--- src/design/tac_pkg.sv ---
package tac_pkg;

    // Width of the internal running total; the shown cost is clipped to 24 bits.
    localparam int CostBits = 24;
    localparam int OutBits  = 24;
    localparam int ColBits  = 12;

    localparam logic [OutBits-1:0] OUT_MAX = {OutBits{1'b1}};

    localparam logic [1:0] MV_MATCH = 2'd0;
    localparam logic [1:0] MV_DEL   = 2'd1;
    localparam logic [1:0] MV_INS   = 2'd2;

    localparam logic [1:0] REG_MISMATCH   = 2'd0;
    localparam logic [1:0] REG_GAP_OPEN   = 2'd1;
    localparam logic [1:0] REG_INS_EXTEND = 2'd2;
    localparam logic [1:0] REG_DEL_EXTEND = 2'd3;

    // One classified column as it waits between the front and the back.
    typedef struct packed {
        logic [5:0] moves;     // third, second, first from the top
        logic       bad;
        logic       has_ins;
        logic [1:0] del_cnt;
        logic [1:0] mm_cnt;
        logic       last;
    } entry_t;

    typedef struct packed {
        logic [7:0] mismatch;
        logic [7:0] gap_open;
        logic [7:0] ins_extend;
        logic [7:0] del_extend;
    } cost_cfg_t;

endpackage

--- src/design/tac_front.sv ---
module tac_front
(
    input  logic [31:0]       s_tdata,
    input  logic              s_tlast,
    output tac_pkg::entry_t   entry
);

    logic [1:0] mv [3];
    logic [7:0] ch [3];
    logic [2:0] is_match;
    logic [2:0] is_del;
    logic [2:0] is_ins;
    logic [2:0] is_code3;
    logic [1:0] n_ins;

    always_comb
    begin
        for (int i = 0; i < 3; i++)
        begin
            mv[i]       = s_tdata[2*i +: 2];
            ch[i]       = s_tdata[6 + 8*i +: 8];
            is_match[i] = (mv[i] == tac_pkg::MV_MATCH);
            is_del[i]   = (mv[i] == tac_pkg::MV_DEL);
            is_ins[i]   = (mv[i] == tac_pkg::MV_INS);
            is_code3[i] = !is_match[i] && !is_del[i] && !is_ins[i];
        end
        n_ins   = 2'({1'b0, is_ins[0]} + {1'b0, is_ins[1]} + {1'b0, is_ins[2]});
    end

    always_comb
    begin
        entry.moves   = {mv[2], mv[1], mv[0]};
        entry.bad     = (|is_code3) || (is_match == 3'b000) || (n_ins > 2'd1);
        entry.has_ins = |is_ins;
        entry.del_cnt = 2'({1'b0, is_del[0]} + {1'b0, is_del[1]} + {1'b0, is_del[2]});
        entry.last    = s_tlast;

        // Mismatches between neighboring matched characters; the pattern xyx
        // counts once.
        case (is_match)
            3'b111:
            begin
                if (ch[0] == ch[2] && ch[0] != ch[1])
                    entry.mm_cnt = 2'd1;
                else
                    entry.mm_cnt = 2'({1'b0, ch[0] != ch[1]} + {1'b0, ch[1] != ch[2]});
            end
            3'b011:  entry.mm_cnt = {1'b0, ch[0] != ch[1]};
            3'b101:  entry.mm_cnt = {1'b0, ch[0] != ch[2]};
            3'b110:  entry.mm_cnt = {1'b0, ch[1] != ch[2]};
            default: entry.mm_cnt = 2'd0;
        endcase
    end

endmodule

--- src/design/tac_queue.sv ---
module tac_queue
(
    input  logic              clk,
    input  logic              rst_n,
    input  logic              push,
    input  tac_pkg::entry_t   push_data,
    output logic              full,
    input  logic              pop,
    output logic              not_empty,
    output tac_pkg::entry_t   pop_data
);

    tac_pkg::entry_t mem_reg [2];
    logic            wr_ptr_reg;
    logic            wr_ptr_next;
    logic            rd_ptr_reg;
    logic            rd_ptr_next;
    logic [1:0]      count_reg;
    logic [1:0]      count_next;

    assign full      = (count_reg == 2'd2);
    assign not_empty = (count_reg != 2'd0);
    assign pop_data  = mem_reg[rd_ptr_reg];

    always_comb
    begin
        wr_ptr_next = push ? !wr_ptr_reg : wr_ptr_reg;
        rd_ptr_next = pop ? !rd_ptr_reg : rd_ptr_reg;
        count_next  = 2'(count_reg + {1'b0, push} - {1'b0, pop});
    end

    always_ff @(posedge clk)
    begin
        if (push)
            mem_reg[wr_ptr_reg] <= push_data;
    end

    always_ff @(posedge clk or negedge rst_n)
    begin
        if (!rst_n)
        begin
            wr_ptr_reg <= 1'b0;
            rd_ptr_reg <= 1'b0;
            count_reg  <= 2'd0;
        end
        else
        begin
            wr_ptr_reg <= wr_ptr_next;
            rd_ptr_reg <= rd_ptr_next;
            count_reg  <= count_next;
        end
    end

`ifndef SYNTHESIS
    a_count_range: assert property (@(posedge clk) disable iff (!rst_n)
        count_reg != 2'd3)
        else $error("queue count out of range");

    a_ptr_gap: assert property (@(posedge clk) disable iff (!rst_n)
        (count_reg == 2'd1) |-> (wr_ptr_reg != rd_ptr_reg))
        else $error("queue pointers disagree with count");
`endif

endmodule

--- src/design/tac_back.sv ---
module tac_back
(
    input  logic                      clk,
    input  logic                      rst_n,
    input  tac_pkg::cost_cfg_t        cfg,
    input  logic                      q_valid,
    input  tac_pkg::entry_t           q_data,
    output logic                      q_pop,
    output logic [tac_pkg::OutBits-1:0] cost_out,
    output logic                      bad_out,
    output logic                      last_out,
    output logic                      out_valid,
    input  logic                      out_ready
);

    logic [5:0]                     prev_moves_reg;
    logic [5:0]                     prev_moves_next;
    logic [tac_pkg::CostBits-1:0]   total_reg;
    logic [tac_pkg::CostBits-1:0]   total_next;
    logic [tac_pkg::CostBits-1:0]   total_upd;
    logic [tac_pkg::CostBits:0]     sum;
    logic [tac_pkg::ColBits-1:0]    col_cost;
    logic [tac_pkg::ColBits-1:0]    gap_part;
    logic [tac_pkg::ColBits-1:0]    ext_part;
    logic [tac_pkg::ColBits-1:0]    mm_part;
    logic [1:0]                     gap_cnt;
    logic [2:0]                     gap_open;
    logic [1:0]                     mv;
    logic [63:0]                    total_wide;
    logic                           out_valid_reg;
    logic [tac_pkg::OutBits-1:0]    cost_reg;
    logic                           bad_reg;
    logic                           last_reg;

    localparam logic [tac_pkg::CostBits-1:0] CostMax = {tac_pkg::CostBits{1'b1}};

    assign q_pop     = q_valid && (!out_valid_reg || out_ready);
    assign out_valid = out_valid_reg;
    assign cost_out  = cost_reg;
    assign bad_out   = bad_reg;
    assign last_out  = last_reg;

    // Scales an 8-bit cost by a count of zero to three.
    function automatic logic [tac_pkg::ColBits-1:0] times_cnt(input logic [7:0] c,
                                                              input logic [1:0] n);
        logic [tac_pkg::ColBits-1:0] r;
        r = '0;
        if (n[0])
            r = r + tac_pkg::ColBits'(c);
        if (n[1])
            r = r + tac_pkg::ColBits'({c, 1'b0});
        return r;
    endfunction

    always_comb
    begin
        mv = 2'd0;
        for (int i = 0; i < 3; i++)
        begin
            mv          = q_data.moves[2*i +: 2];
            gap_open[i] = (mv != tac_pkg::MV_MATCH) && (mv != prev_moves_reg[2*i +: 2]);
        end
        gap_cnt  = 2'({1'b0, gap_open[0]} + {1'b0, gap_open[1]} + {1'b0, gap_open[2]});
        gap_part = times_cnt(cfg.gap_open, gap_cnt);
        ext_part = q_data.has_ins ? tac_pkg::ColBits'(cfg.ins_extend)
                                  : times_cnt(cfg.del_extend, q_data.del_cnt);
        mm_part  = q_data.has_ins ? '0 : times_cnt(cfg.mismatch, q_data.mm_cnt);
        col_cost = gap_part + ext_part + mm_part;

        sum = {1'b0, total_reg} + (tac_pkg::CostBits + 1)'(col_cost);
        if (q_data.bad)
            total_upd = total_reg;
        else if (sum >= {1'b0, CostMax})
            total_upd = CostMax;
        else
            total_upd = sum[tac_pkg::CostBits-1:0];

        total_wide = 64'(total_upd);

        total_next      = total_reg;
        prev_moves_next = prev_moves_reg;
        if (q_pop)
        begin
            total_next = total_upd;
            if (!q_data.bad)
                prev_moves_next = q_data.moves;
            if (q_data.last)
            begin
                total_next      = '0;
                prev_moves_next = {3{tac_pkg::MV_MATCH}};
            end
        end
    end

    always_ff @(posedge clk)
    begin
        if (q_pop)
        begin
            cost_reg <= (total_wide > 64'(tac_pkg::OUT_MAX)) ? tac_pkg::OUT_MAX
                                                              : total_wide[tac_pkg::OutBits-1:0];
            bad_reg  <= q_data.bad;
            last_reg <= q_data.last;
        end
    end

    always_ff @(posedge clk or negedge rst_n)
    begin
        if (!rst_n)
        begin
            out_valid_reg  <= 1'b0;
            total_reg      <= '0;
            prev_moves_reg <= {3{tac_pkg::MV_MATCH}};
        end
        else
        begin
            if (q_pop)
                out_valid_reg <= 1'b1;
            else if (out_ready)
                out_valid_reg <= 1'b0;
            total_reg      <= total_next;
            prev_moves_reg <= prev_moves_next;
        end
    end

`ifndef SYNTHESIS
    a_last_clears: assert property (@(posedge clk) disable iff (!rst_n)
        (q_pop && q_data.last) |=> (total_reg == '0 && prev_moves_reg == 6'd0))
        else $error("state not cleared after last column");

    a_bad_holds: assert property (@(posedge clk) disable iff (!rst_n)
        (q_pop && q_data.bad && !q_data.last) |=>
        (total_reg == $past(total_reg) && prev_moves_reg == $past(prev_moves_reg)))
        else $error("rejected column changed the state");

    a_monotonic: assert property (@(posedge clk) disable iff (!rst_n)
        (q_pop && !q_data.last) |=> (total_reg >= $past(total_reg)))
        else $error("running total decreased");

    a_no_pop_on_stall: assert property (@(posedge clk) disable iff (!rst_n)
        (out_valid_reg && !out_ready) |-> !q_pop)
        else $error("result overwritten while stalled");
`endif

endmodule

--- src/design/three_way_alignment_cost_accumulator.sv ---
// Three-sequence alignment cost accumulator with affine gap costs. Each input
// transaction is one alignment column and yields exactly one output transaction
// carrying the saturating running cost, a flag for rejected columns and the
// last-column mark; the running state clears after the last column. The block
// takes one column per clock cycle in steady state while m_tready is high: the
// front classifies the column combinationally into a two-entry queue, and the
// back folds it into the running total, so the accumulate loop through the
// total and the previous moves sets the rate. An accepted column passes the
// queue and then the output register, where its result becomes valid. While
// the output is stalled the block holds three columns (two in the queue, one
// in the output register) before s_tready drops. Configuration writes take
// effect on the next cycle and are meant for an idle block.
module three_way_alignment_cost_accumulator
(
    input  logic        clk,
    input  logic        rst_n,
    // {pad, char_third, char_second, char_first, move_third, move_second,
    //  move_first} from bit 0: move_first[1:0], move_second[3:2],
    //  move_third[5:4], char_first[13:6], char_second[21:14], char_third[29:22]
    input  logic [31:0] s_tdata,
    input  logic        s_tlast,
    input  logic        s_tvalid,
    output logic        s_tready,
    // running_cost[23:0]
    output logic [23:0] m_tdata,
    // bad_column[0]
    output logic        m_tuser,
    output logic        m_tlast,
    output logic        m_tvalid,
    input  logic        m_tready,
    input  logic        cfg_we,
    input  logic [1:0]  cfg_index,
    input  logic [7:0]  cfg_data
);

    tac_pkg::entry_t    front_entry;
    tac_pkg::entry_t    q_data;
    tac_pkg::cost_cfg_t cfg_reg;
    logic               q_full;
    logic               q_valid;
    logic               q_pop;
    logic               push;

    assign s_tready = !q_full;
    assign push     = s_tvalid && !q_full;

    always_ff @(posedge clk or negedge rst_n)
    begin
        if (!rst_n)
        begin
            cfg_reg.mismatch   <= 8'd1;
            cfg_reg.gap_open   <= 8'd3;
            cfg_reg.ins_extend <= 8'd1;
            cfg_reg.del_extend <= 8'd1;
        end
        else if (cfg_we)
        begin
            unique case (cfg_index)
                tac_pkg::REG_MISMATCH:   cfg_reg.mismatch   <= cfg_data;
                tac_pkg::REG_GAP_OPEN:   cfg_reg.gap_open   <= cfg_data;
                tac_pkg::REG_INS_EXTEND: cfg_reg.ins_extend <= cfg_data;
                tac_pkg::REG_DEL_EXTEND: cfg_reg.del_extend <= cfg_data;
                default: ;
            endcase
        end
    end

    tac_front u_front
    (
        .s_tdata (s_tdata),
        .s_tlast (s_tlast),
        .entry   (front_entry)
    );

    tac_queue u_queue
    (
        .clk       (clk),
        .rst_n     (rst_n),
        .push      (push),
        .push_data (front_entry),
        .full      (q_full),
        .pop       (q_pop),
        .not_empty (q_valid),
        .pop_data  (q_data)
    );

    tac_back u_back
    (
        .clk       (clk),
        .rst_n     (rst_n),
        .cfg       (cfg_reg),
        .q_valid   (q_valid),
        .q_data    (q_data),
        .q_pop     (q_pop),
        .cost_out  (m_tdata),
        .bad_out   (m_tuser),
        .last_out  (m_tlast),
        .out_valid (m_tvalid),
        .out_ready (m_tready)
    );

endmodule
--- config.mk ---
export PLATFORM = sky130hd
export DESIGN_NAME = three_way_alignment_cost_accumulator
export DESIGN_NICKNAME = d
export VERILOG_FILES = /design/src/design/tac_pkg.sv /design/src/design/tac_front.sv /design/src/design/tac_queue.sv /design/src/design/tac_back.sv /design/src/design/three_way_alignment_cost_accumulator.sv
export SDC_FILE = /design/constraint.sdc
export NUM_CORES = 1
export LEC_CHECK = 0
export ABC_AREA = 1
export BUFFER_PORTS_ARGS = -buffer_cell sky130_fd_sc_hd__buf_2
export CORE_MARGIN = 8
export CORE_UTILIZATION = 62
export DETAILED_ROUTE_END_ITERATION = 8
export GPL_TIMING_DRIVEN = 0
export PLACE_DENSITY = 0.89
export SYNTH_ARGS = -nofsm -noshare
export SYNTH_HDL_FRONTEND = slang
export SYNTH_HIERARCHICAL = 1
export SYNTH_SLANG_ARGS = --single-unit
--- constraint.sdc ---
create_clock -name clk -period 8.9 [get_ports clk]
set_input_delay 0.445 -clock clk [delete_from_list [all_inputs] [get_ports clk]]
set_output_delay 0.445 -clock clk [all_outputs]
set_load 0.005 [all_outputs]
==> results.md <==
* Final Cycle Share at about nine tenths
* Post-synth cell types at about 50
* GPL Wtd Cong at about 0.95
* Post-Synth Simple-Gate Area at roughly a third
* Critical path launch point: u_queue/rd_ptr_reg
* Outcome: finished clean
* RSZ-0062 raised after global routing: no
* Synth Area in Compound Gates at under 10%
* Adder-cell area share of the yosys netlist at roughly a tenth
* Mux cell area share after synthesis at 0%
* Total die area at 0.0199 mm^2
* Row count at between 40 and 50
* CTS tree: done
* Bufs and invs on worst path at 10
* P&R area growth vs syn at 12.6%
* CP Max Fanout at 10
* Crit path kind: flop to flop
* Slowest CP cell: fa_1
* Initial antenna violation count at 0
* Measured slew at the worst slew-check pin at between 1 and 1.5 ns
* Worst Setup Start Kind: flop
* Main combinational cell family by area after synthesis: simple AND/OR/NAND/NOR gates
* Worst min-delay path class: input port to async pin
* Mapped Cells at approximately 1300
* Arrival time at the worst endpoint at between 8 and 9 ns
* R2r worst-path depth at 53
* Clock Tree Buf Depth at 2
* Post-CTS Resized at 0
* Crit path to: u_back/cost_out[14]
* Min Hold Slack at about 0.12 ns
* Fillers at 1165
* DRT Wirelength at 23200 um
* Synth warn at 6
* Final #Nets at 1514
* Ys async rst share at roughly 56%
* Worst EP required at ~9.1 ns
* Kind of cell adding the most delay to the critical path: simple AND/OR/NAND/NOR gates
* Post-route ant nets at 0
* Rel. slew slack at between 20% and 30%
* Most frequent cells in the layout: nand2_1, inv_1, nor2_1, buf_2
* GRT Residual Overflow at 0
* Sequential area share after synthesis at 33.5%
* TritonCTS buffer count at 17
* Xor/xnor share of the synthesized area at about 2.7%
* 1st-iter DRT viols at between 700 and 800
* Root buf cell: clkbuf_16
* Worst r2r src: u_queue/rd_ptr_reg
* Avg Cell Area, Syn at roughly 7.4 um^2
* Commonest non-fill, non-tap cell in the layout: nand2_1
* Share of layout cells above drive strength 1 at between 10% and 20%
* Cell Count, Final, Fillers Out at around 1600
* Initial Utilization at 63.5%
* Stages on worst setup path at between 50 and 60
* Die H at 141 um
* Diodes inserted at 0
* Synthesized Nets at approximately 1400
* Number of synthesized register bits at approximately 120
* Crit. End Element: flop
* IO Port Bufs at about 70
* Die X at 141 um
* Setup TNS at 0 ns
* Post-synth EDFFs at 52
* Pre-antenna DRT Iters at 6
* Hold Vio Cnt, Final at 0
* Max reg flops at 32
* RR Endpoint: u_back/cost_out[14]
* Clock transition at path regs at around 0.060 ns
* F_max at 125 MHz
* I/O pin total at 76
* Clock Latency Late Sink at 0.43 ns
* Final setup fails at 0
* Setup bufs post-CTS at 0
* Largest stage delay, worst path at approximately 0.55 ns
* First-pass GRT wire length at 38800 um
* Via count of the routed design at approximately 8700
* Hold Buf Count CTS at 0
* Max Cap Viol at 0
* Core area at between 0.015 and 0.02 mm^2
* Mapped Area at 0.00968 mm^2
* Placed cells at ~1600
* Top cell by count, worst path: nand2_1
* Gr usage total at between 20% and 30%
* Setup Skew at roughly 0.012 ns
* Vias/cell at roughly 5.4
* Dpl hpwl at around 18000 um
* Max-slew violation count at 0
* CTS HTree Levels at 4
* Drt drc at 0
* Sink Count at approximately 120
* Number of global-route vias before repair at around 8600
* Min Tclk post-route at approximately 8 ns
* Largest net degree at the start of global routing at 68
* Top FF cell, synth: dfrtp_1
* Wire length per cell at about 14 um
* R2R Setup Slk at between 0.9 and 1 ns
-- cell families after synthesis --
| logic type | count (synthesis) |
|---|---|
| buf+inv | 273 |
| fa+ha+maj | 63 |
| flops | 119 |
| compound gates | 118 |
| xor+xnor | 30 |
| simple gates | 710 |
-- cell type report --
class,count,area (um^2),share of cell area [%]
Tap cell,211,264,2.42
Clock inverter,9,80.1,0.734
Sequential cell,119,3240,29.7
Buffer,40,303,2.78
Clock buffer,23,520,4.77
Multi-Input combinational cell,921,5240,48.0
Timing Repair Buffer,71,358,3.28
Inverter,233,902,8.27
-- cells in the mapped netlist, types with 2 or more instances --
master / number / area, um^2
a22oi_1: 3 / 22.5
buf_6: 9 / 101
xnor2_1: 13 / 114
nor3_1: 5 / 25.0
and2_1: 2 / 12.5
o21ai_0: 55 / 275
or2_2: 12 / 75.1
nand2_1: 445 / 1670
o21a_1: 2 / 15.0
nor2_4: 3 / 33.8
nor2_1: 91 / 342
a21oi_1: 33 / 165
nand3_2: 21 / 210
nand3_4: 21 / 368
o21ai_2: 7 / 61.3
buf_2: 3 / 15.0
buf_4: 10 / 75.1
bufinv_8: 2 / 35.0
buf_12: 2 / 40.0
edfxtp_1: 52 / 1560
xor2_1: 17 / 149
inv_1: 225 / 845
nand3_1: 62 / 310
nand4_1: 31 / 194
inv_2: 5 / 18.8
nor2_2: 5 / 31.3
o22ai_1: 5 / 31.3
dfrtp_1: 62 / 1550
dfstp_2: 5 / 131
o221ai_1: 4 / 35.0
nand3b_1: 2 / 15.0
nand2_4: 2 / 22.5
nand2_2: 3 / 18.8
a21o_1: 4 / 30.0
a31oi_1: 2 / 12.5
ha_1: 46 / 576
clkbuf_1: 14 / 52.6
fa_1: 17 / 340
-- how the worst min path moves through the flow --
stage                      startpoint                    end  slack [ns]  cells past startpoint
after floorplan                 rst_n            cfg_reg[10]        0.15                      0
after global placement    cfg_reg[12]            cfg_reg[12]        0.45                      2
after detailed placement   cfg_reg[8]             cfg_reg[8]        0.45                      2
after CTS                       rst_n   u_back/total_reg[17]        0.16                      1
after global routing          s_tlast  u_queue/mem_reg[0][0]        0.19                      1
final                           rst_n   u_back/total_reg[17]        0.12                      1
-- through the flow --
| step | util [%] | worst slack [ns] | instance area [um^2] |
|---|---|---|---|
| floorplan | - | 2.02 | 9680 |
| global placement | 67.5 | 1.16 | 10300 |
| detailed placement | 67.5 | 1.01 | 10300 |
| CTS | 71.5 | 0.950 | 10900 |
| global route | 71.5 | 0.226 | 10900 |
| finish | 71.5 | 0.924 | 10900 |
-- layer usage --
metal / vias up / global-route usage [%] / part of all wire (%)
li1: 4311 / - / -
met3: 87 / 4.42 / 5.3
met4: 0 / 13.3 / 4.4
met2: 335 / 42.6 / 50
met1: 3999 / 27.0 / 40
met5: - / 0 / 0
-- worst register-to-register path: cells and delay by family, from the launching register on --
family / cells / cell delay (ns)
buffers and inverters: 10 / 1.03
AOI/OAI and AO/OA: 10 / 1.53
DFF: 1 / 0.37
and+or+nand+nor: 27 / 2.39
adders and majority gates: 6 / 2.37
Power is left out: the tool's default activity adds up to more than one toggle a clock period on the data nets, which glitch-free logic cannot reach.
